`config.mk`:
```
export PLATFORM = sky130hd
export DESIGN_NAME = dual_threshold_blob_analyzer
export DESIGN_NICKNAME = d
export VERILOG_FILES = /design/src/rtl/core/dtba_pkg.sv /design/src/rtl/core/dual_threshold_blob_analyzer.sv
export SDC_FILE = /design/constraint.sdc
export NUM_CORES = 2
export LEC_CHECK = 0
export BUFFER_PORTS_ARGS = -buffer_cell sky130_fd_sc_hd__clkbuf_2
export CAP_MARGIN = 10
export CORE_MARGIN = 2
export CORE_UTILIZATION = 35
export DETAILED_ROUTE_END_ITERATION = 10
export PLACE_DENSITY = 0.6
export REMOVE_ABC_BUFFERS = 1
export SLEW_MARGIN = 10
export SYNTH_ARGS = -nofsm -noshare
export SYNTH_HDL_FRONTEND = slang
export SYNTH_SLANG_ARGS = --single-unit
```
`constraint.sdc`:
```
create_clock -name clk -period 11.9 [get_ports clk]
set_clock_uncertainty 0.15 [all_clocks]
set_input_delay 2.38 -clock clk [delete_from_list [all_inputs] [get_ports clk]]
set_output_delay 2.38 -clock clk [all_outputs]
set_load 0.005 [all_outputs]
```
`src/rtl/core/dtba_pkg.sv`:
```
package dtba_pkg;

  localparam int ROW_W = 13;

  localparam logic [1:0] CFG_DEP_THR   = 2'd0;
  localparam logic [1:0] CFG_BULGE_THR = 2'd1;
  localparam logic [1:0] CFG_RUT_LEN   = 2'd2;

  localparam logic KIND_DEP   = 1'b0;
  localparam logic KIND_BULGE = 1'b1;

  localparam logic signed [15:0] DEP_THR_RST   = -16'sd20;
  localparam logic signed [15:0] BULGE_THR_RST = 16'sd20;
  localparam logic [13:0]        RUT_LEN_RST   = 14'd20;

  typedef struct packed {
    logic signed [15:0] sample;
    logic               frame_end;
  } in_beat_t;

  typedef struct packed {
    logic               kind;
    logic [ROW_W-1:0]   seed_row;
    logic [3:0]         seed_col;
    logic signed [15:0] extreme;
    logic [16:0]        area;
    logic [13:0]        length;
    logic [3:0]         width;
    logic               is_rut;
    logic               last;
  } out_beat_t;

endpackage

```
`src/rtl/core/dual_threshold_blob_analyzer.sv`:
```
// Labels 8-connected depressions (sample below depression_threshold) and bulges
// (sample above bulge_threshold) in a raster stream COLUMNS wide, and reports one
// beat per blob at the end of the first row that does not touch it, or at frame
// end or the end of row MAX_ROWS-1. Blob records live in one record memory with
// separate read and write ports (one read or write per cycle), which sets the
// timing: an item is accepted and then, per kind, its four neighbors are checked
// with one read per distinct live neighbor blob (at most two, since touching
// neighbors already share a label) and one update. At a row end the slots of each
// kind are scanned, reading each eligible blob, and the blob with the earliest
// seed is emitted; the scan repeats after each emitted blob. A final step ends the
// row. A result beat waits in the output register while the next item is taken.
module dual_threshold_blob_analyzer
  import dtba_pkg::*;
#(
  parameter int COLUMNS    = 13,
  parameter int MAX_ROWS   = 8192,
  parameter int BLOB_SLOTS = 16
) (
  input  logic        clk,
  input  logic        rst_n,
  input  logic        in_valid,
  output logic        in_stall,
  input  in_beat_t    in_data,
  output logic        out_valid,
  input  logic        out_stall,
  output out_beat_t   out_data,
  input  logic        cfg_valid,
  output logic        cfg_ready,
  input  logic [1:0]  cfg_index,
  input  logic [15:0] cfg_data
);

  localparam int CW = $clog2(COLUMNS);
  localparam int SW = $clog2(BLOB_SLOTS);
  localparam int LW = $clog2(BLOB_SLOTS + 1);

  typedef struct packed {
    logic [ROW_W-1:0]   seed_row;
    logic [CW-1:0]      seed_col;
    logic [ROW_W-1:0]   max_row;
    logic [CW-1:0]      min_col;
    logic [CW-1:0]      max_col;
    logic [16:0]        area;
    logic signed [15:0] extreme;
  } rec_t;

  typedef enum logic [2:0] {
    S_IDLE, S_NB, S_NB_WAIT, S_UPD, S_SC, S_SC_WAIT, S_SC_END, S_FIN
  } state_t;

  state_t state_r, state_nxt;
  logic kind_r, kind_nxt;
  logic [1:0] nb_idx_r, nb_idx_nxt;
  logic signed [15:0] sample_r, sample_nxt;
  logic fend_r, fend_nxt;
  logic flush_r, flush_nxt;
  logic [CW-1:0] col_r, col_nxt;
  logic [ROW_W-1:0] row_r, row_nxt;
  rec_t acc_r, acc_nxt;
  logic acc_hit_r, acc_hit_nxt;
  logic [SW-1:0] tgt_r, tgt_nxt;
  logic [BLOB_SLOTS-1:0] fold_r, fold_nxt;
  logic [SW-1:0] scan_r, scan_nxt;
  rec_t best_r, best_nxt;
  logic best_hit_r, best_hit_nxt;
  logic [SW-1:0] best_slot_r, best_slot_nxt;
  out_beat_t pend_r, pend_nxt;
  logic pend_hit_r, pend_hit_nxt;
  logic out_valid_r, out_valid_nxt;
  out_beat_t out_data_r, out_data_nxt;
  logic signed [15:0] dep_thr_r, dep_thr_nxt;
  logic signed [15:0] bulge_thr_r, bulge_thr_nxt;
  logic [13:0] rut_len_r, rut_len_nxt;
  logic [1:0][BLOB_SLOTS-1:0] valid_r, valid_nxt;
  logic [1:0][BLOB_SLOTS-1:0] touched_r, touched_nxt;
  logic [LW-1:0] line_r [2][COLUMNS];
  logic [LW-1:0] line_nxt [2][COLUMNS];
  logic [1:0][LW-1:0] upleft_r, upleft_nxt;

  rec_t blob_mem [2*BLOB_SLOTS];
  rec_t mem_rdata;
  logic mem_we, mem_re;
  logic [SW:0] mem_waddr, mem_raddr;
  rec_t mem_wdata;

  always_ff @(posedge clk) begin
    if (mem_we) begin
      blob_mem[mem_waddr] <= mem_wdata;
    end
    if (mem_re) begin
      mem_rdata <= blob_mem[mem_raddr];
    end
  end

  function automatic out_beat_t fmt(rec_t b, logic k, logic [13:0] rut);
    logic [13:0] d;
    logic [CW:0] w;
    logic [31:0] w32;
    logic [31:0] sc32;
    out_beat_t o;
    d = {1'b0, b.max_row} - {1'b0, b.seed_row} + 14'd1;
    w = {1'b0, b.max_col} - {1'b0, b.min_col} + (CW+1)'(1);
    w32 = 32'(w);
    sc32 = 32'(b.seed_col);
    o.kind = k;
    o.seed_row = b.seed_row;
    o.seed_col = sc32[3:0];
    o.extreme = b.extreme;
    o.area = b.area;
    o.length = d;
    o.width = w32[3:0];
    if (k != KIND_DEP) begin
      o.is_rut = 1'b0;
    end else if (b.max_row >= b.seed_row) begin
      o.is_rut = d > rut;
    end else begin
      o.is_rut = ({1'b0, b.max_row} + 14'd1) != {1'b0, b.seed_row};
    end
    o.last = 1'b0;
    return o;
  endfunction

  logic [LW-1:0] nb [4];
  logic [LW-1:0] cur, cur_m1;
  logic [SW-1:0] nb_slot;
  logic nb_use, member, dup, out_free;
  logic [SW-1:0] free_slot;
  logic free_ok, hit, row_end, flush_now, elig, scan_last;
  logic [SW-1:0] tslot;
  logic [LW-1:0] lab, em1;
  logic [LW-1:0] rl [COLUMNS];
  rec_t rec, rd;
  logic key_lt;
  out_beat_t pb;

  always_comb begin
    nb[0] = (col_r != '0) ? upleft_r[kind_r] : '0;
    nb[1] = line_r[kind_r][0];
    nb[2] = (col_r != CW'(COLUMNS - 1)) ? line_r[kind_r][1] : '0;
    nb[3] = (col_r != '0) ? line_r[kind_r][COLUMNS-1] : '0;
    cur = nb[nb_idx_r];
    cur_m1 = cur - LW'(1);
    nb_slot = cur_m1[SW-1:0];
    member = kind_r ? (sample_r > bulge_thr_r) : (sample_r < dep_thr_r);
    dup = 1'b0;
    for (int j = 0; j < 3; j++) begin
      if (j < int'(nb_idx_r) && nb[j] == cur) dup = 1'b1;
    end
    nb_use = member && cur != '0 && valid_r[kind_r][nb_slot] && !dup;
    out_free = !out_valid_r || !out_stall;

    free_slot = '0;
    free_ok = 1'b0;
    for (int j = BLOB_SLOTS - 1; j >= 0; j--) begin
      if (!valid_r[kind_r][j]) begin
        free_slot = SW'(j);
        free_ok = 1'b1;
      end
    end
    hit = acc_hit_r || (member && free_ok);
    tslot = acc_hit_r ? tgt_r : free_slot;
    lab = hit ? (LW'(tslot) + LW'(1)) : '0;
    for (int i = 0; i < COLUMNS; i++) begin
      em1 = line_r[kind_r][i] - LW'(1);
      rl[i] = (line_r[kind_r][i] != '0 && fold_r[em1[SW-1:0]]) ? lab : line_r[kind_r][i];
    end
    rec = acc_r;
    if (acc_hit_r) begin
      rec.area = acc_r.area + 17'd1;
      if (row_r > acc_r.max_row) rec.max_row = row_r;
      if (col_r < acc_r.min_col) rec.min_col = col_r;
      if (col_r > acc_r.max_col) rec.max_col = col_r;
      if (kind_r ? (sample_r > acc_r.extreme) : (sample_r < acc_r.extreme)) begin
        rec.extreme = sample_r;
      end
    end else begin
      rec.seed_row = row_r;
      rec.seed_col = col_r;
      rec.max_row = row_r;
      rec.min_col = col_r;
      rec.max_col = col_r;
      rec.area = 17'd1;
      rec.extreme = sample_r;
    end
    row_end = col_r == CW'(COLUMNS - 1);
    flush_now = fend_r || (row_end && (32'(row_r) >= 32'(MAX_ROWS - 1)));
    elig = valid_r[kind_r][scan_r] && (flush_r || !touched_r[kind_r][scan_r]);
    scan_last = scan_r == SW'(BLOB_SLOTS - 1);
    rd = mem_rdata;
    key_lt = {rd.seed_row, rd.seed_col} < {acc_r.seed_row, acc_r.seed_col};
    pb = pend_r;
    pb.last = 1'b1;
  end

  always_comb begin
    state_nxt = state_r;
    kind_nxt = kind_r;
    nb_idx_nxt = nb_idx_r;
    sample_nxt = sample_r;
    fend_nxt = fend_r;
    flush_nxt = flush_r;
    col_nxt = col_r;
    row_nxt = row_r;
    acc_nxt = acc_r;
    acc_hit_nxt = acc_hit_r;
    tgt_nxt = tgt_r;
    fold_nxt = fold_r;
    scan_nxt = scan_r;
    best_nxt = best_r;
    best_hit_nxt = best_hit_r;
    best_slot_nxt = best_slot_r;
    pend_nxt = pend_r;
    pend_hit_nxt = pend_hit_r;
    out_valid_nxt = out_valid_r && out_stall;
    out_data_nxt = out_data_r;
    dep_thr_nxt = dep_thr_r;
    bulge_thr_nxt = bulge_thr_r;
    rut_len_nxt = rut_len_r;
    valid_nxt = valid_r;
    touched_nxt = touched_r;
    line_nxt = line_r;
    upleft_nxt = upleft_r;
    mem_we = 1'b0;
    mem_waddr = {kind_r, tslot};
    mem_wdata = rec;
    mem_re = 1'b0;
    mem_raddr = {kind_r, nb_slot};

    if (cfg_valid) begin
      case (cfg_index)
        CFG_DEP_THR:   dep_thr_nxt = cfg_data;
        CFG_BULGE_THR: bulge_thr_nxt = cfg_data;
        CFG_RUT_LEN:   rut_len_nxt = cfg_data[13:0];
        default: ;
      endcase
    end

    case (state_r)
      S_IDLE: begin
        if (in_valid) begin
          sample_nxt = in_data.sample;
          fend_nxt = in_data.frame_end;
          kind_nxt = KIND_DEP;
          nb_idx_nxt = '0;
          acc_hit_nxt = 1'b0;
          fold_nxt = '0;
          state_nxt = S_NB;
        end
      end
      S_NB: begin
        if (nb_use) begin
          mem_re = 1'b1;
          state_nxt = S_NB_WAIT;
        end else if (nb_idx_r == 2'd3) begin
          state_nxt = S_UPD;
        end else begin
          nb_idx_nxt = nb_idx_r + 2'd1;
        end
      end
      S_NB_WAIT: begin
        if (!acc_hit_r) begin
          acc_nxt = rd;
          tgt_nxt = nb_slot;
        end else begin
          acc_nxt.area = acc_r.area + rd.area;
          if (rd.max_row > acc_r.max_row) acc_nxt.max_row = rd.max_row;
          if (rd.min_col < acc_r.min_col) acc_nxt.min_col = rd.min_col;
          if (rd.max_col > acc_r.max_col) acc_nxt.max_col = rd.max_col;
          if (kind_r ? (rd.extreme > acc_r.extreme) : (rd.extreme < acc_r.extreme)) begin
            acc_nxt.extreme = rd.extreme;
          end
          if (key_lt) begin
            acc_nxt.seed_row = rd.seed_row;
            acc_nxt.seed_col = rd.seed_col;
            tgt_nxt = nb_slot;
          end
        end
        fold_nxt[nb_slot] = 1'b1;
        acc_hit_nxt = 1'b1;
        if (nb_idx_r == 2'd3) begin
          state_nxt = S_UPD;
        end else begin
          nb_idx_nxt = nb_idx_r + 2'd1;
          state_nxt = S_NB;
        end
      end
      S_UPD: begin
        valid_nxt[kind_r] = valid_r[kind_r] & ~fold_r;
        touched_nxt[kind_r] = touched_r[kind_r] & ~fold_r;
        if (hit) begin
          mem_we = 1'b1;
          valid_nxt[kind_r][tslot] = 1'b1;
          touched_nxt[kind_r][tslot] = 1'b1;
        end
        upleft_nxt[kind_r] = rl[0];
        for (int i = 0; i < COLUMNS - 1; i++) begin
          line_nxt[kind_r][i] = rl[i+1];
        end
        line_nxt[kind_r][COLUMNS-1] = lab;
        if (kind_r == KIND_DEP) begin
          kind_nxt = KIND_BULGE;
          nb_idx_nxt = '0;
          acc_hit_nxt = 1'b0;
          fold_nxt = '0;
          state_nxt = S_NB;
        end else begin
          flush_nxt = flush_now;
          if (row_end || flush_now) begin
            kind_nxt = KIND_DEP;
            scan_nxt = '0;
            best_hit_nxt = 1'b0;
            state_nxt = S_SC;
          end else begin
            col_nxt = col_r + CW'(1);
            state_nxt = S_IDLE;
          end
        end
      end
      S_SC: begin
        mem_raddr = {kind_r, scan_r};
        if (elig) begin
          mem_re = 1'b1;
          state_nxt = S_SC_WAIT;
        end else if (scan_last) begin
          state_nxt = S_SC_END;
        end else begin
          scan_nxt = scan_r + SW'(1);
        end
      end
      S_SC_WAIT: begin
        if (!best_hit_r ||
            {rd.seed_row, rd.seed_col} < {best_r.seed_row, best_r.seed_col}) begin
          best_nxt = rd;
          best_slot_nxt = scan_r;
          best_hit_nxt = 1'b1;
        end
        if (scan_last) begin
          state_nxt = S_SC_END;
        end else begin
          scan_nxt = scan_r + SW'(1);
          state_nxt = S_SC;
        end
      end
      S_SC_END: begin
        if (best_hit_r) begin
          if (!pend_hit_r || out_free) begin
            valid_nxt[kind_r][best_slot_r] = 1'b0;
            if (pend_hit_r) begin
              out_valid_nxt = 1'b1;
              out_data_nxt = pend_r;
            end
            pend_nxt = fmt(best_r, kind_r, rut_len_r);
            pend_hit_nxt = 1'b1;
            best_hit_nxt = 1'b0;
            scan_nxt = '0;
            state_nxt = S_SC;
          end
        end else if (kind_r == KIND_DEP) begin
          kind_nxt = KIND_BULGE;
          scan_nxt = '0;
          state_nxt = S_SC;
        end else begin
          state_nxt = S_FIN;
        end
      end
      S_FIN: begin
        if (!pend_hit_r || out_free) begin
          if (pend_hit_r) begin
            out_valid_nxt = 1'b1;
            out_data_nxt = pb;
          end
          pend_hit_nxt = 1'b0;
          touched_nxt = '0;
          col_nxt = '0;
          if (flush_r) begin
            row_nxt = '0;
            valid_nxt = '0;
            upleft_nxt = '0;
            for (int k = 0; k < 2; k++) begin
              for (int i = 0; i < COLUMNS; i++) begin
                line_nxt[k][i] = '0;
              end
            end
          end else begin
            row_nxt = row_r + ROW_W'(1);
          end
          state_nxt = S_IDLE;
        end
      end
      default: state_nxt = S_IDLE;
    endcase
  end

  always_ff @(posedge clk) begin
    if (!rst_n) begin
      state_r <= S_IDLE;
      kind_r <= KIND_DEP;
      nb_idx_r <= '0;
      flush_r <= 1'b0;
      col_r <= '0;
      row_r <= '0;
      acc_hit_r <= 1'b0;
      fold_r <= '0;
      scan_r <= '0;
      best_hit_r <= 1'b0;
      pend_hit_r <= 1'b0;
      out_valid_r <= 1'b0;
      dep_thr_r <= DEP_THR_RST;
      bulge_thr_r <= BULGE_THR_RST;
      rut_len_r <= RUT_LEN_RST;
      valid_r <= '0;
      touched_r <= '0;
      upleft_r <= '0;
      for (int k = 0; k < 2; k++) begin
        for (int i = 0; i < COLUMNS; i++) begin
          line_r[k][i] <= '0;
        end
      end
    end else begin
      state_r <= state_nxt;
      kind_r <= kind_nxt;
      nb_idx_r <= nb_idx_nxt;
      flush_r <= flush_nxt;
      col_r <= col_nxt;
      row_r <= row_nxt;
      acc_hit_r <= acc_hit_nxt;
      fold_r <= fold_nxt;
      scan_r <= scan_nxt;
      best_hit_r <= best_hit_nxt;
      pend_hit_r <= pend_hit_nxt;
      out_valid_r <= out_valid_nxt;
      dep_thr_r <= dep_thr_nxt;
      bulge_thr_r <= bulge_thr_nxt;
      rut_len_r <= rut_len_nxt;
      valid_r <= valid_nxt;
      touched_r <= touched_nxt;
      upleft_r <= upleft_nxt;
      line_r <= line_nxt;
    end
    sample_r <= sample_nxt;
    fend_r <= fend_nxt;
    acc_r <= acc_nxt;
    tgt_r <= tgt_nxt;
    best_r <= best_nxt;
    best_slot_r <= best_slot_nxt;
    pend_r <= pend_nxt;
    out_data_r <= out_data_nxt;
  end

  assign in_stall  = state_r != S_IDLE;
  assign out_valid = out_valid_r;
  assign out_data  = out_data_r;
  assign cfg_ready = 1'b1;

  a_accept_clean: assert property (@(posedge clk) disable iff (!rst_n)
    (in_valid && !in_stall) |-> (!pend_hit_r && !best_hit_r))
    else $error("item taken while a blob beat is pending");

  a_touch_live: assert property (@(posedge clk) disable iff (!rst_n)
    (state_r == S_IDLE) |->
      (((touched_r[0] & ~valid_r[0]) == '0) && ((touched_r[1] & ~valid_r[1]) == '0)))
    else $error("touched flag on a free slot");

endmodule

```
==> metrics.md <==
| Metric | Value |
|---|---|
| Fmax | roughly 0.14 GHz |
| Mapped Cells | 6,799 |
| Worst-Skew Late Latency | ~0.90 ns |
| Setup crit end kind | flip-flop |
| Routed WL per cell | between 20 and 30 µm |
| Slew @ Worst Pin | between 1 and 1.5 ns |
| Vias in the first global route | roughly 67,000 |
| Final-report hold violation count | 0 |
| Final Critical Period | around 7.2 ns |
| Placer congestion estimate | roughly 0.90 |
| Remaining Overflow, GRT | 0 |
| Final net count | 7,308 |
| Vias per Instance | 5.64 |
| Worst hold endpoint | out_data[25] |
| Final Util | 0.400 |
| P_leak | 0.0468 µW |
| Drt first pass iters | 6 |
| Worst VDD drop | 106 µV |
| Synth Area per Inst | around 18 µm² |
| Final ANT Viol Nets | 0 |
| CP max FO | between 50 and 60 |
| Largest net degree at the start of global routing | 137 |
| Maxcap violations | 0 |
| Power, Total | 21,600 µW |
| RR Startpoint | kind_r |
| Ports | ~110 |
| Clock Tree Root | clkbuf_16 |
| Starting DRC count in detailed routing | just over 7,000 |
| Seq. cell area | 0.0856 mm² |
| Die Area | ~0.36 mm² |
| CTS Buf Count | 312 |
| Layout cells sized above 1 | 0.243 |
| TritonCTS clock tree | done |
| Period utilization | 0.609 |
| Worst hold path depth | 0 |
| Startpoint Class | flip-flop |
| Reg2Reg Depth | 13 |
| Vias | between 60,000 and 70,000 |
| Biggest cell delay along the critical path | slightly above 1 ns |
| Starting Density | 0.352 |
| Worst path slowest cell | dfxtp_4 |
| Post-route DRC | 0 |
| Worst-path clk slew | about 0.07 ns |
| Die width | approximately 600 µm |
| Final slew viol count | 0 |
| DP Wirelength | around 190,000 µm |
| Clock sinks | 2,949 |
| Post-synthesis async set-or-reset flop share | 0 |
| CP Cell Sequence | buf_4, mux2i_2, nor2_1, mux4_2, ha_1, inv_1, mux4_2, mux2i_1, mux2i_1, nor4b_1, buf_4, a22o_4, buf_4 |
| #FFs+latches synth | just under 3,000 |
| Global-route wire length before repair | approximately 500,000 µm |
| Post-CTS Resized | 0 |
| Critical path class | flip-flop to flip-flop |
| WL final | about 340,000 µm |
| Largest buffer count on any clock path | 4 |
| Total GRT Usage | 0.189 |
| # fillers | between 30,000 and 40,000 |
| # Post-CTS Setup Buffers | 0 |
| Cell mode on critical path | buf_4 |
| Hold Startpoint | pb[25] |
| Worst reg2reg endpoint | mem_rdata[27] |
| Synth Cell Area | 0.123 mm² |
| Min-delay worst type | flip-flop to flip-flop |
| Multi-input gate area | about 0.035 mm² |
| Synth warn | 0 |
| Status | finished clean |
| Main flop type after synthesis | edfxtp_1 |
| Sequential area share after synthesis | 0.696 |
| Reg2Reg Setup Slack | around 4.7 ns |
| Slew HR | 0.149 |
| Die height | ~600 µm |
| CP arrival | 7.60 ns |
| # setup viols final | 0 |
| CTS HTree Levels | 5 |
| Hold_ws | about 0.26 ns |
| Critical Path RT | 12.26 ns |
| Core area | between 0.3 and 0.4 mm² |
| I/O Buffers | about 110 |
| Number of flops mapped to enable cells by yosys | roughly 2,700 |
| Hold_buf cts | 0 |
| Post-synthesis cell type count | 86 |
| PwrDens | 155 mW/mm² |
| Area Overhead vs Synth | 13.6% |
| Row cnt | between 200 and 250 |
| RSZ-0062 raised after global routing | false |
| Number of antenna violations at the first check in global routing | 12 |
Yosys cell counts (all sizes together), types with 41 or more instances:
cell    instances  area [µm²]
nand4          41         257
buf           135         895
mux2          296        3330
edfxtp       2651       79600
o21ai         128         641
o21a           56         420
nand2         261         980
o22ai          82         513
nand3          56         280
inv           182         683
a22o           93         815
mux2i         282        2860
clkbuf        220         826
dfxtp         298        5970
xnor2          65         584
o211ai         47         393
a21oi         303        1530
nor2          185         697
mux4          648       14600
xor2           42         368
ha            235        2940
cells in the final DEF, fill, tap and decap left out, types with 20 or more instances in the layout:
cell type,n
a21oi_1,297
and2_1,20
clkbuf_1,50
ha_1,235
nor3_1,26
o31ai_1,29
xor2_1,42
o22ai_1,81
clkinv_1,70
o211ai_1,39
nor2b_1,37
nor2_4,22
a32oi_1,27
o21a_1,56
buf_4,137
a211oi_1,26
nand2_1,259
a21o_1,37
nor2_1,160
mux4_2,646
mux2_2,296
clkbuf_2,111
o21ai_0,116
clkbuf_16,318
dfxtp_1,296
or3_1,23
mux2i_1,278
xnor2_1,63
a31oi_1,24
nand4_1,41
a22o_1,92
clkinv_2,42
inv_1,178
edfxtp_1,2651
nand3_1,56
nand2b_1,28
bufinv_16,34
sequential cells by signal, indices dropped and copies added, names as in the netlist, 3 cells and up:
register / count
sample_r: 16
col_r: 4
blob_mem: 2272
touched_r: 32
best_slot_r: 4
out_data: 71
state_r: 3
fold_r: 16
valid_r: 32
best_r: 71
tgt_r: 4
scan_r: 4
line_r: 130
bulge_thr_r: 16
rut_len_r: 14
acc_r: 71
mem_rdata: 71
pb: 70
dep_thr_r: 16
upleft_r: 10
row_r: 13
critical path: cells and delay by family (launching register included):
kind                       cells  cell delay [ns]
buffers and inverters          4             1.98
and+or+nand+nor                2             0.54
DFF                            1             1.02
muxes                          5             1.97
AOI/OAI and AO/OA              1             0.64
adders and majority gates      1             0.44
power breakdown:
group          total [µW]  internal, µW  leakage [µW]  switching [µW]
combinational         526           145        0.0150             382
clock                9820          5710       0.00497            4110
sequential          11300         11300        0.0268            46.6
layout make-up:
type                       count  share of cell area
inverter                     183             0.00500
tap                         4599              0.0412
clock buffer                 375              0.0590
clock inverter               194              0.0145
antenna                        2           0.0000358
timing repair buffer         267              0.0141
multi-input combinational   3312               0.253
sequential                  2949               0.613
worst max path at each step:
stage                    endpoint        from  cells after the start  slack, ns
floorplan            mem_rdata[0]  state_r[2]                      7     -37.76
global placement     mem_rdata[8]      kind_r                     13       4.82
detailed placement  mem_rdata[16]      kind_r                     13       4.65
CTS                 mem_rdata[13]      kind_r                     13       4.60
global route        mem_rdata[29]      kind_r                     13       4.40
finish              mem_rdata[27]      kind_r                     13       4.66
routing by layer:
| metal | up-vias | track usage | share of wire | routed length (µm) |
|---|---|---|---|---|
| met2 | 2650 | 0.310 | 0.48 | 165000 |
| met5 | - | 0 | 0.000032 | 11 |
| li1 | 28000 | - | - | - |
| met1 | 35800 | 0.260 | 0.42 | 145000 |
| met3 | 489 | 0.0288 | 0.068 | 23300 |
| met4 | 2 | 0.0541 | 0.029 | 10100 |
cells by family after synthesis:
group / share of synthesized area
flip-flops: 0.696
multiplexers: 0.169
AO/OA/AOI/OAI: 0.0525
AND/OR/NAND/NOR: 0.0295
buffers and inverters: 0.0196
adder cells (fa/ha/maj): 0.0252
XOR/XNOR: 0.00775
other: 0.0000305
per-stage QoR:
stage               worst slack [ns]  instance area [µm²]  std cells  setup TNS [ns]
floorplan                     -37.76               121000       6444        -5287.43
global placement                4.82               129000      11300               0
detailed placement              4.65               129000      11300               0
CTS                             4.60               140000      11900               0
global route                    4.40               140000      11900               0
finish                          4.66               140000      11900               0
Power figures use the tool's default switching activity.
